`src/hw/rtl/swpr_pkg.sv`:
```
// Shared types and constants for the steering wheel position regulator.
// No dependencies; every other file of the block imports this package.
package swpr_pkg;

  // Encoder geometry: one revolution is 1024 counts.
  localparam int unsigned ENC_BITS = 10;

  // Fixed-point constants.
  localparam logic [26:0] INV_16PI_Q32 = 27'd85445659;  // round(2^28/pi)
  localparam logic [9:0]  WIN_LO       = 10'd512;        // index window start
  localparam logic [9:0]  WIN_HI       = 10'd768;        // index window end
  localparam logic [8:0]  HALF_CLAMP   = 9'd510;         // |error| clamp, half counts
  localparam logic [15:0] MAG_MAX      = 16'hFFFF;

  // Register reset values.
  localparam logic [23:0] VEL_SCALE_RST = 24'd3790385;
  localparam logic [9:0]  MOUNT_RST     = 10'd290;

  // Register indexes of the configuration port.
  localparam logic REG_VEL_SCALE = 1'b0;
  localparam logic REG_MOUNT     = 1'b1;

  // Input commands.
  typedef enum logic [2:0] {
    CMD_SETPOINT = 3'd0,
    CMD_ENCODER  = 3'd1,
    CMD_INDEX    = 3'd2,
    CMD_TICK     = 3'd3,
    CMD_DRIVE    = 3'd4
  } cmd_e_t;

  // Frame kinds.
  typedef enum logic [1:0] {
    FK_POWER_ON  = 2'd0,
    FK_SET_SPEED = 2'd1,
    FK_TURN      = 2'd2
  } frame_kind_t;

  // Motors.
  localparam logic MOTOR_DRIVE = 1'b0;
  localparam logic MOTOR_STEER = 1'b1;

  // Frame lengths in bytes.
  localparam logic [2:0] LEN_POWER_ON  = 3'd1;
  localparam logic [2:0] LEN_SET_SPEED = 3'd4;
  localparam logic [2:0] LEN_TURN      = 3'd3;

  // Job queue between front and back.
  localparam int unsigned Q_DEPTH = 2;
  localparam int unsigned Q_PTR_W = $clog2(Q_DEPTH);
  localparam int unsigned Q_CNT_W = $clog2(Q_DEPTH + 1);

  // One queued job: a tick (angle and position snapshot) or a drive speed.
  typedef struct packed {
    logic        is_drive;
    logic [15:0] operand;
    logic [9:0]  pos;
  } job_t;

  // Back-end sequencer steps.
  typedef enum logic [1:0] {
    BK_IDLE,
    BK_MUL,
    BK_RED,
    BK_EMIT
  } back_state_t;

endpackage

```
`src/hw/rtl/swpr_front.sv`:
```
// Front end: accepts events, keeps configuration and controller state,
// and queues tick and drive jobs. Depends on swpr_pkg.
module swpr_front (
  input  logic                clk,
  input  logic                rst,
  input  logic                cfg_write,
  input  logic                cfg_index,
  input  logic [23:0]         cfg_data,
  input  logic                in_valid,
  output logic                in_ready,
  input  logic [2:0]          command,
  input  logic [15:0]         steer_angle,
  input  logic [9:0]          ticks,
  input  logic [15:0]         drive_speed,
  input  logic                q_full,
  output logic                q_push,
  output swpr_pkg::job_t      q_job,
  output logic [23:0]         velocity_scale
);
  import swpr_pkg::*;

  logic [15:0] setpoint_angle;
  logic [9:0]  encoder_position;
  logic [9:0]  index_offset;
  logic [9:0]  mount_offset;
  logic        accept;
  logic [9:0]  win_lo;
  logic [9:0]  win_hi;
  logic        in_window;
  logic [9:0]  pos;

  assign in_ready = !q_full;
  assign accept   = in_valid && in_ready;

  // Index window and steering position, both modulo one revolution
  assign win_lo    = WIN_LO - index_offset;
  assign win_hi    = WIN_HI - index_offset;
  assign in_window = (ticks >= win_lo) && (ticks <= win_hi);
  assign pos       = encoder_position + mount_offset - index_offset;

  // Classify the item and build a job for the back end
  always_comb begin
    q_push = 1'b0;
    q_job  = '{is_drive: 1'b0, operand: steer_angle, pos: pos};
    unique case (command)
      CMD_TICK: begin
        q_push = accept;
        q_job  = '{is_drive: 1'b0, operand: setpoint_angle, pos: pos};
      end
      CMD_DRIVE: begin
        q_push = accept;
        q_job  = '{is_drive: 1'b1, operand: drive_speed, pos: pos};
      end
      default: begin
        q_push = 1'b0;
      end
    endcase
  end

  // Update controller state
  always_ff @(posedge clk) begin
    if (rst) begin
      setpoint_angle   <= '0;
      encoder_position <= '0;
      index_offset     <= '0;
    end else if (accept) begin
      unique case (command)
        CMD_SETPOINT: setpoint_angle <= steer_angle;
        CMD_ENCODER:  encoder_position <= ticks;
        CMD_INDEX: begin
          if (in_window) begin
            index_offset <= ticks;
          end
        end
        default: ;
      endcase
    end
  end

  // Configuration registers
  always_ff @(posedge clk) begin
    if (rst) begin
      velocity_scale <= VEL_SCALE_RST;
      mount_offset   <= MOUNT_RST;
    end else if (cfg_write) begin
      unique case (cfg_index)
        REG_VEL_SCALE: velocity_scale <= cfg_data;
        REG_MOUNT:     mount_offset <= cfg_data[9:0];
        default: ;
      endcase
    end
  end

endmodule

```
`src/hw/rtl/swpr_queue.sv`:
```
// Short job queue between the front and back ends.
// Depends on swpr_pkg for the job type and depth.
module swpr_queue (
  input  logic           clk,
  input  logic           rst,
  input  logic           push,
  input  swpr_pkg::job_t push_job,
  output logic           full,
  input  logic           pop,
  output logic           not_empty,
  output swpr_pkg::job_t head
);
  import swpr_pkg::*;

  job_t                 slots [Q_DEPTH];
  logic [Q_PTR_W-1:0]   wr_ptr;
  logic [Q_PTR_W-1:0]   rd_ptr;
  logic [Q_CNT_W-1:0]   count;

  assign full      = (count == Q_CNT_W'(Q_DEPTH));
  assign not_empty = (count != '0);
  assign head      = slots[rd_ptr];

  // Store pushed jobs
  always_ff @(posedge clk) begin
    if (push) begin
      slots[wr_ptr] <= push_job;
    end
  end

  // Advance pointers and count
  always_ff @(posedge clk) begin
    if (rst) begin
      wr_ptr <= '0;
      rd_ptr <= '0;
      count  <= '0;
    end else begin
      if (push) begin
        wr_ptr <= (wr_ptr == Q_PTR_W'(Q_DEPTH - 1)) ? '0 : wr_ptr + 1'b1;
      end
      if (pop) begin
        rd_ptr <= (rd_ptr == Q_PTR_W'(Q_DEPTH - 1)) ? '0 : rd_ptr + 1'b1;
      end
      if (push && !pop) begin
        count <= count + 1'b1;
      end else if (pop && !push) begin
        count <= count - 1'b1;
      end
    end
  end

endmodule

```
`src/hw/rtl/swpr_back.sv`:
```
// Back end: multiplies, reduces and frames tick and drive jobs into an
// output register. Depends on swpr_pkg.
module swpr_back (
  input  logic           clk,
  input  logic           rst,
  input  logic           q_not_empty,
  input  swpr_pkg::job_t q_head,
  output logic           q_pop,
  input  logic [23:0]    velocity_scale,
  output logic           out_valid,
  input  logic           out_ready,
  output logic           target_motor,
  output logic [1:0]     frame_kind,
  output logic           direction,
  output logic [15:0]    value,
  output logic [2:0]     byte_count,
  output logic           last
);
  import swpr_pkg::*;

  back_state_t        state;
  back_state_t        state_next;
  job_t               job;
  logic signed [43:0] prod;
  logic signed [43:0] prod_next;
  logic signed [24:0] red;
  logic signed [24:0] red_next;

  logic               out_free;
  logic               emit;
  logic               f_motor;
  frame_kind_t        f_kind;
  logic               f_dir;
  logic [15:0]        f_value;
  logic [2:0]         f_len;
  logic               f_last;

  logic signed [15:0] op_s;
  logic signed [27:0] coef_s;
  logic signed [11:0] sp_floor;
  logic signed [11:0] sp_trunc;
  logic signed [39:0] q_sum;
  logic signed [23:0] v_floor;
  logic signed [23:0] v_trunc;

  logic [24:0]        mag;
  logic [15:0]        mag_sat;
  logic signed [12:0] diff;
  logic [11:0]        habs;
  logic [8:0]         h;
  logic [7:0]         c_up;
  logic [9:0]         turn_val;

  assign out_free = !out_valid || out_ready;

  // Multiply: angle by 2^28/pi, or speed by velocity scale
  assign op_s      = $signed(job.operand);
  assign coef_s    = job.is_drive ? $signed({4'b0, velocity_scale})
                                  : $signed({1'b0, INV_16PI_Q32});
  assign prod_next = op_s * coef_s;

  // Reduce: truncate toward zero after the fixed-point shift
  assign sp_floor = $signed(prod[43:32]) + 12'sd256;
  assign sp_trunc = (sp_floor[11] && (prod[31:0] != '0)) ? sp_floor + 12'sd1 : sp_floor;
  assign q_sum    = $signed(prod[39:0]) + 40'sd32768;
  assign v_floor  = $signed(q_sum[39:16]);
  assign v_trunc  = (q_sum[39] && (q_sum[15:0] != '0)) ? v_floor + 24'sd1 : v_floor;
  assign red_next = job.is_drive ? 25'(v_trunc) : 25'(sp_trunc);

  // Speed magnitude, saturated
  assign mag     = red[24] ? 25'(-red) : red;
  assign mag_sat = (mag > 25'(MAG_MAX)) ? MAG_MAX : mag[15:0];

  // Turn value from position error in half counts
  assign diff     = $signed(red[12:0]) - $signed({3'b0, job.pos});
  assign habs     = diff[12] ? 12'(-diff) : diff[11:0];
  assign h        = (habs > 12'(HALF_CLAMP)) ? HALF_CLAMP : habs[8:0];
  assign c_up     = 8'(({1'b0, h} + 10'd1) >> 1);
  assign turn_val = (!diff[12] && (diff != '0)) ? 10'(h[8:1]) : 10'd0 - 10'(c_up);

  // Sequence steps, emit frames, pop the next job
  always_comb begin
    state_next = state;
    emit       = 1'b0;
    q_pop      = 1'b0;
    f_motor    = MOTOR_DRIVE;
    f_kind     = FK_POWER_ON;
    f_dir      = 1'b0;
    f_value    = '0;
    f_len      = LEN_POWER_ON;
    f_last     = 1'b0;
    unique case (state)
      BK_IDLE: begin
        q_pop = q_not_empty;
        if (q_not_empty) begin
          state_next = BK_MUL;
        end
      end
      BK_MUL: begin
        if (job.is_drive) begin
          state_next = BK_RED;
        end else if (out_free) begin
          emit       = 1'b1;
          state_next = BK_RED;
        end
      end
      BK_RED: begin
        f_motor = MOTOR_STEER;
        if (job.is_drive) begin
          state_next = BK_EMIT;
        end else if (out_free) begin
          emit       = 1'b1;
          state_next = BK_EMIT;
        end
      end
      BK_EMIT: begin
        f_last = 1'b1;
        if (job.is_drive) begin
          f_motor = MOTOR_DRIVE;
          f_kind  = FK_SET_SPEED;
          f_dir   = red[24];
          f_value = mag_sat;
          f_len   = LEN_SET_SPEED;
        end else begin
          f_motor = MOTOR_STEER;
          f_kind  = FK_TURN;
          f_value = 16'(turn_val);
          f_len   = LEN_TURN;
        end
        if (out_free) begin
          emit       = 1'b1;
          q_pop      = q_not_empty;
          state_next = q_not_empty ? BK_MUL : BK_IDLE;
        end
      end
      default: state_next = BK_IDLE;
    endcase
  end

  always_ff @(posedge clk) begin
    if (rst) begin
      state <= BK_IDLE;
    end else begin
      state <= state_next;
    end
  end

  // Hold the working job and intermediate results
  always_ff @(posedge clk) begin
    if (q_pop) begin
      job <= q_head;
    end
    if (state == BK_MUL) begin
      prod <= prod_next;
    end
    if (state == BK_RED) begin
      red <= red_next;
    end
  end

  // Output register
  always_ff @(posedge clk) begin
    if (rst) begin
      out_valid <= 1'b0;
    end else if (emit) begin
      out_valid <= 1'b1;
    end else if (out_ready) begin
      out_valid <= 1'b0;
    end
  end

  always_ff @(posedge clk) begin
    if (emit) begin
      target_motor <= f_motor;
      frame_kind   <= f_kind;
      direction    <= f_dir;
      value        <= f_value;
      byte_count   <= f_len;
      last         <= f_last;
    end
  end

endmodule

```
`src/hw/rtl/steering_wheel_position_regulator_top.sv`:
```
// Steering wheel position regulator: setpoint, encoder and index events
// update state when accepted; a tick gives three frames, a drive one.
// The back end multiplies, reduces and frames one job at a time, waiting
// while the output register is held; the queue takes new items meanwhile
// until it is full, and in_ready is low while it is full.
// Reset (synchronous) zeroes the state, empties the queue and restores config.
module steering_wheel_position_regulator_top (
  input  logic        clk,
  input  logic        rst,
  input  logic        cfg_write,
  input  logic        cfg_index,
  input  logic [23:0] cfg_data,
  input  logic        in_valid,
  output logic        in_ready,
  input  logic [2:0]  command,
  input  logic [15:0] steer_angle,
  input  logic [9:0]  ticks,
  input  logic [15:0] drive_speed,
  output logic        out_valid,
  input  logic        out_ready,
  output logic        target_motor,
  output logic [1:0]  frame_kind,
  output logic        direction,
  output logic [15:0] value,
  output logic [2:0]  byte_count,
  output logic        last
);
  import swpr_pkg::*;

  logic        q_full;
  logic        q_push;
  job_t        q_job;
  logic        q_pop;
  logic        q_not_empty;
  job_t        q_head;
  logic [23:0] velocity_scale;

  swpr_front u_front (
    .clk            (clk),
    .rst            (rst),
    .cfg_write      (cfg_write),
    .cfg_index      (cfg_index),
    .cfg_data       (cfg_data),
    .in_valid       (in_valid),
    .in_ready       (in_ready),
    .command        (command),
    .steer_angle    (steer_angle),
    .ticks          (ticks),
    .drive_speed    (drive_speed),
    .q_full         (q_full),
    .q_push         (q_push),
    .q_job          (q_job),
    .velocity_scale (velocity_scale)
  );

  swpr_queue u_queue (
    .clk       (clk),
    .rst       (rst),
    .push      (q_push),
    .push_job  (q_job),
    .full      (q_full),
    .pop       (q_pop),
    .not_empty (q_not_empty),
    .head      (q_head)
  );

  swpr_back u_back (
    .clk            (clk),
    .rst            (rst),
    .q_not_empty    (q_not_empty),
    .q_head         (q_head),
    .q_pop          (q_pop),
    .velocity_scale (velocity_scale),
    .out_valid      (out_valid),
    .out_ready      (out_ready),
    .target_motor   (target_motor),
    .frame_kind     (frame_kind),
    .direction      (direction),
    .value          (value),
    .byte_count     (byte_count),
    .last           (last)
  );

endmodule

```
`config.mk`:
```
export PLATFORM = sky130hd
export DESIGN_NAME = steering_wheel_position_regulator_top
export DESIGN_NICKNAME = d
export VERILOG_FILES = /design/src/hw/rtl/swpr_pkg.sv /design/src/hw/rtl/swpr_front.sv /design/src/hw/rtl/swpr_queue.sv /design/src/hw/rtl/swpr_back.sv /design/src/hw/rtl/steering_wheel_position_regulator_top.sv
export SDC_FILE = /design/constraint.sdc
export NUM_CORES = 2
export LEC_CHECK = 0
export ABC_AREA = 1
export ABC_CLOCK_PERIOD_IN_PS = 12800
export BUFFER_PORTS_ARGS = -buffer_cell sky130_fd_sc_hd__buf_4
export CORE_ASPECT_RATIO = 0.5
export CORE_MARGIN = 1
export CORE_UTILIZATION = 25
export DETAILED_ROUTE_END_ITERATION = 10
export GPL_ROUTABILITY_DRIVEN = 0
export GPL_TIMING_DRIVEN = 1
export PLACE_DENSITY = 0.45
export SLEW_MARGIN = 20
export SYNTH_ARGS = -nofsm -noshare
export SYNTH_HDL_FRONTEND = slang
export SYNTH_HIERARCHICAL = 1
export SYNTH_SLANG_ARGS = --single-unit
export TNS_END_PERCENT = 100
```
`constraint.sdc`:
```
create_clock -name clk -period 12.8 [get_ports clk]
set_clock_uncertainty 0.05 [all_clocks]
set_input_delay 0.64 -clock clk [delete_from_list [all_inputs] [get_ports clk]]
set_output_delay 0.64 -clock clk [all_outputs]
set_load 0.1 [all_outputs]
```
* Yosys cells after proc, flatten, opt, wreduce, memory -nomap -nowiden
Memories as Yosys holds them, arrays and structs flattened. A register that Yosys moved wholly into a read port is not among the register bits. Cells that the tools add are included.
Word-level totals: memories kept 1, output and inout bits 26, bits in writable memories 54, bits in registers 170
Cells by class: bitwise operators 1, reduce and logical (&&, ||, !) cells 30, equal/unequal tests 12, $lt $le $gt $ge 4, multipliers 1, add/sub/neg operators 17, mux-type cells 38
Memories:
- u_queue.slots | words 2, width 27, read ports 1, clocked after Yosys merged registers in 1, write ports 1, line swpr_queue.sv:15 | job_t slots [Q_DEPTH];
Operators by type and width (number):
- $pmux 27 s2 | 1
- $mux 25 | 2
- $mul 16x28->44 | 1
- $add 40x17->40 const B | 1
- $reduce_bool 32->1 | 1
- $mux 27 | 1
- $gt 25x16->1 const B | 1
- $neg 25->25 | 1
- $add 24x2->24 const B | 1
- $mux 12 | 2
- $mux 24 | 1
- $mux 10 | 2
- $sub 10x10->10 const A | 2
- $mux 2 | 9
- $mux 16 | 1
- $reduce_bool 16->1 | 1
- $mux 1 | 13
- $reduce_bool 13->1 | 1
- $sub 13x11->13 | 1
- $add 12x10->12 const B | 1
- $add 12x2->12 const B | 1
- $gt 12x9->1 const B | 1
- $neg 12->12 | 1
- $add 10x10->10 | 1
- 30 further kinds | 55

* Logic depth before layout (Yosys ltp)
word-level depth 9, depth in mapped cells 32, mapped depth without buffers 32

* Hierarchy
The synthesis kept the hierarchy.
Modules (own cells, without submodules):
- swpr_back | cells an instance 2627, instances 1, sequential area each 3573.4 sq um, area each 21280.4 sq um
- swpr_front | cells an instance 584, instances 1, sequential area each 1401.3 sq um, area each 4050.1 sq um
- swpr_queue | cells an instance 117, instances 1, sequential area each 1721.7 sq um, area each 2278.4 sq um

* Worst setup path after synthesis
OpenSTA, ideal clock, no wires.
path kind register to register, start register u_back/job[26] (netlist name), end register u_back.prod[40], data pin, cell stages (with the launch flop) 29, required time 12.498 ns, setup slack 5.839 ns, arrival time 6.659 ns, path through edfxtp_1 clkbuf_1 clkinv_1 clkbuf_1 nor2_1 inv_1 nand2_1 fa_1 fa_1 inv_1 fa_1 fa_1 fa_1 inv_1 fa_1 inv_1 ha_1 a21oi_1 o21a_1 a21boi_1 o21ai_0 a21oi_1 o21ai_1 a21oi_1 o21ai_1 nand2_1 nand2_1 nand2_1 nand2_1
Between the ends: cells in the longest elaborated chain, start to end 2
RTL lines:
- $mux 27 | line swpr_back.sv:58 | assign coef_s = job.is_drive ? $signed({4'b0, velocity_scale})
- $mul 16x28->44 | line swpr_back.sv:60 | assign prod_next = op_s * coef_s;
- net u_back.prod_next[40] | line swpr_back.sv:25 | logic signed [43:0] prod_next;
- to (signal assigned) | line swpr_back.sv:154 | prod <= prod_next;
- to (decl) | line swpr_back.sv:24 | logic signed [43:0] prod;
The timed path passes the listed nets, and every way through them passes these cells. A chain may end at the register's enable or synchronous reset.

* Worst setup path in the final report
start register u_back/job[26] (netlist name), end register u_back.prod[40], data pin
Between the ends: cells in the longest elaborated chain, start to end 2
RTL lines (line):
- $mux 27 | swpr_back.sv:58
- $mul 16x28->44 | swpr_back.sv:60
- net u_back.prod_next[40] | swpr_back.sv:25
The timed path passes the listed nets, and every way through them passes these cells.

==> qor.yml <==
die:
  die_area_mm2: 0.112
  die_w_um: 472
  ios: 101
  initial_core_util_pct: 25.5
  placementRows: 85
  coreArea_mm2: 0.108
  die_y_um: 237
grt:
  grt.total_usage_pct: 14.7
  grt_pass1_vias: 22100
  antenna_found_initial: 3
  grt_max_degree: 69
  grt_pass1_wl_mm: 128
  grt-ovfl-total: 0
timing:
  fmax_mhz: 116
  setup_slack_ns: 4.15
  tightest_slew_ns: 1.15
  slew_violations: 0
  hold_viol_final: 0
  slew_headroom_pct: 23.5
  rsz0062_at_grt: "no"
  period_share_pct: 67.6
  setup_violations: 0
  tns_ns: 0
  post-route-min-period_ns: 8.65
clocking:
  cts_hold_buffers: 0
  clkTransAtPathRegs_ns: 0.07
  clock_path_buffers: 3
  numCtsBuffers: 29
  clock-root-buffer: "clkbuf_16"
  cts_tree: "done"
  insertion_delay_ns: 0.59
  post_cts_resized: 0
  post-cts-setup-buffers: 0
  htreeDepth: 1
  cts.sinks: 249
critical_path:
  critPathMaxFanout: 45
  r2r-end: "u_back/prod[40]"
  slowest_stage: "clkinv_1"
  worstSetupStartpoint: "u_back/job[26]"
  start_kind: "register"
  r2r-start: "u_back/job[26]"
  arrival_ns: 8.94
  required_ns: 13.09
  crit_path_end: "u_back/prod[40]"
  r2r_slack_ns: 4.15
  worst_setup_path_end_kind: "register"
  slowest_delay_ns: 0.59
  worstSetupPathType: "reg -> reg"
  reg2reg_depth: 26
  cpMostUsedCell: "fa_1"
logic_synthesis:
  syn_area_mm2: 0.0276
  synthArstFlopShare_pct: 0
  synth-edff-count: 171
  ys.flop_type: "edfxtp_1"
  synthCells: 3328
  synth_cell_types: 58
  ys_ff_latch: 249
  syn_avg_cell_area_um2: 8.30
  yosys.area.top_type: "fa_1"
  ys_warn_count: 6
  yosysTopAreaCellShare_pct: 24.9
  syn-num-nets: 3943
  ys_seq_area_share_pct: 24.3
  synth_area_leaders: "fa_1, edfxtp_1, inv_1"
hold_path:
  hp-class: "in -> reg"
  holdPathStages: 3
detailed_routing:
  vias: 21300
  routedWlPerCell_um: 16.8
  drc: 0
  drt-pass1-iter-count: 5
  drtIter0Drc: 1272
  routed_wl_mm: 81.7
  viasPerCell: 4.39
  final_antenna_net_count: 0
final_layout:
  design_area_mm2: 0.0309
  layout.nets: 4015
  drive_gt1_share_pct: 8.18
  areaGrowthSynthToFinish_pct: 11.9
  layout.cells.non_filler: 4859
placed_design:
  placed_cells_incl_taps: 4804
  dp_slack_ns: 4.08
  place.detailed.hpwl_mm: 66.9
  io_buffers: 100
  dpl_cell_area_mm2: 0.0300
run_status:
  status: "finished clean"
run:
  cap_viol_max_count: 0
==> per-layer routing <==
layer / vias up / part of all wire (%) / GRT usage (%)
met5: - / 0.043 / 0
met4: 6 / 2.4 / 3.23
met3: 106 / 5.3 / 2.52
met2: 459 / 43 / 23.0
met1: 10400 / 49 / 21.0
li1: 10400 / - / -
==> cells in the mapped netlist, drive strengths merged, types with 4 or more instances <==
cell type and number:
a21boi 7, or2 5, nor3 38, edfxtp 171
nor4 16, xor2 75, nand2 634, o211ai 11
clkbuf 56, fa 343, nand3b 8, clkinv 18
a21o 4, ha 197, nor2 422, o21ai 137
o21a 6, mux2 27, nand3 116, a21oi 108
xnor2 32, o21bai 6, dfxtp 78, buf 23
inv 732, a31oi 5, nand4 40
==> worst min-delay path by stage <==
stage                                from                          to
2_1_floorplan  u_front/velocity_scale[19]  u_front/velocity_scale[19]
3_3_place_gp    u_front/velocity_scale[5]   u_front/velocity_scale[5]
3_5_place_dp    u_front/velocity_scale[5]   u_front/velocity_scale[5]
4_1_cts                      cfg_data[21]  u_front/velocity_scale[21]
5_1_grt                      cfg_data[12]  u_front/velocity_scale[12]
6_report                     cfg_data[21]  u_front/velocity_scale[21]
==> registers in the layout, indices dropped and copies added (netlist names), 2 cells and up, named ones only <==
name,flops
u_queue/slots,54
u_back/prod,44
u_back/red,24
u_front/velocity_scale,24
u_back/op_s,16
u_back/value,16
u_front/setpoint_angle,16
u_back/job,11
u_front/encoder_position,10
u_front/index_offset,10
u_front/mount_offset,10
u_back/byte_count,2
u_back/state,2
u_queue/count,2
==> cell families after synthesis <==
family / count (synthesis) / share of synthesized area, %
DFF: 249 / 24.3
buffers and inverters: 829 / 11.6
adders and majority gates: 540 / 33.8
and+or+nand+nor: 1280 / 19.7
muxes: 27 / 1.37
xor gates and xnor gates: 107 / 3.39
other: 1 / 0.0136
AOI/OAI and AO/OA: 295 / 5.85
==> cells in the final DEF (no fill, tap or decap), types with 31 or more instances in the layout <==
cell type,count
o21ai_0,122
dfxtp_1,78
a21oi_1,106
ha_1,196
nor3_1,31
nand4_1,39
nand3_1,106
nand2_1,610
xor2_1,75
fa_1,343
xnor2_1,32
buf_4,117
nor2_1,404
inv_1,717
edfxtp_1,171
==> through the flow <==
stage,utilization (%),hold WS [ns]
CTS,28.5,0.195
finish,28.5,0.227
global placement,27.6,0.398
detailed placement,27.6,0.409
floorplan,-,0.379
global route,28.5,0.212
==> cell type report <==
type / count / area [um2]
fillers: 11700 / 77600
multi-input cells: 2250 / 17700
flip-flops and latches: 249 / 6700
inverters: 750 / 2820
well taps: 1435 / 1800
repair buffers: 120 / 920
clock buffers: 39 / 793
clock inverters: 15 / 149
diodes: 1 / 2.50
==> worst max-delay path, delay by kind of cell, from the launching register on <==
family / cells / cell delay [ns]
AOI/OAI and AO/OA: 7 / 1.83
adders and majority gates: 7 / 3.34
buffers and inverters: 6 / 1.74
DFF: 1 / 0.32
and+or+nand+nor: 6 / 1.07
Power is left out: the tool's default activity adds up to more than one toggle a clock period on the data nets, which glitch-free logic cannot reach.
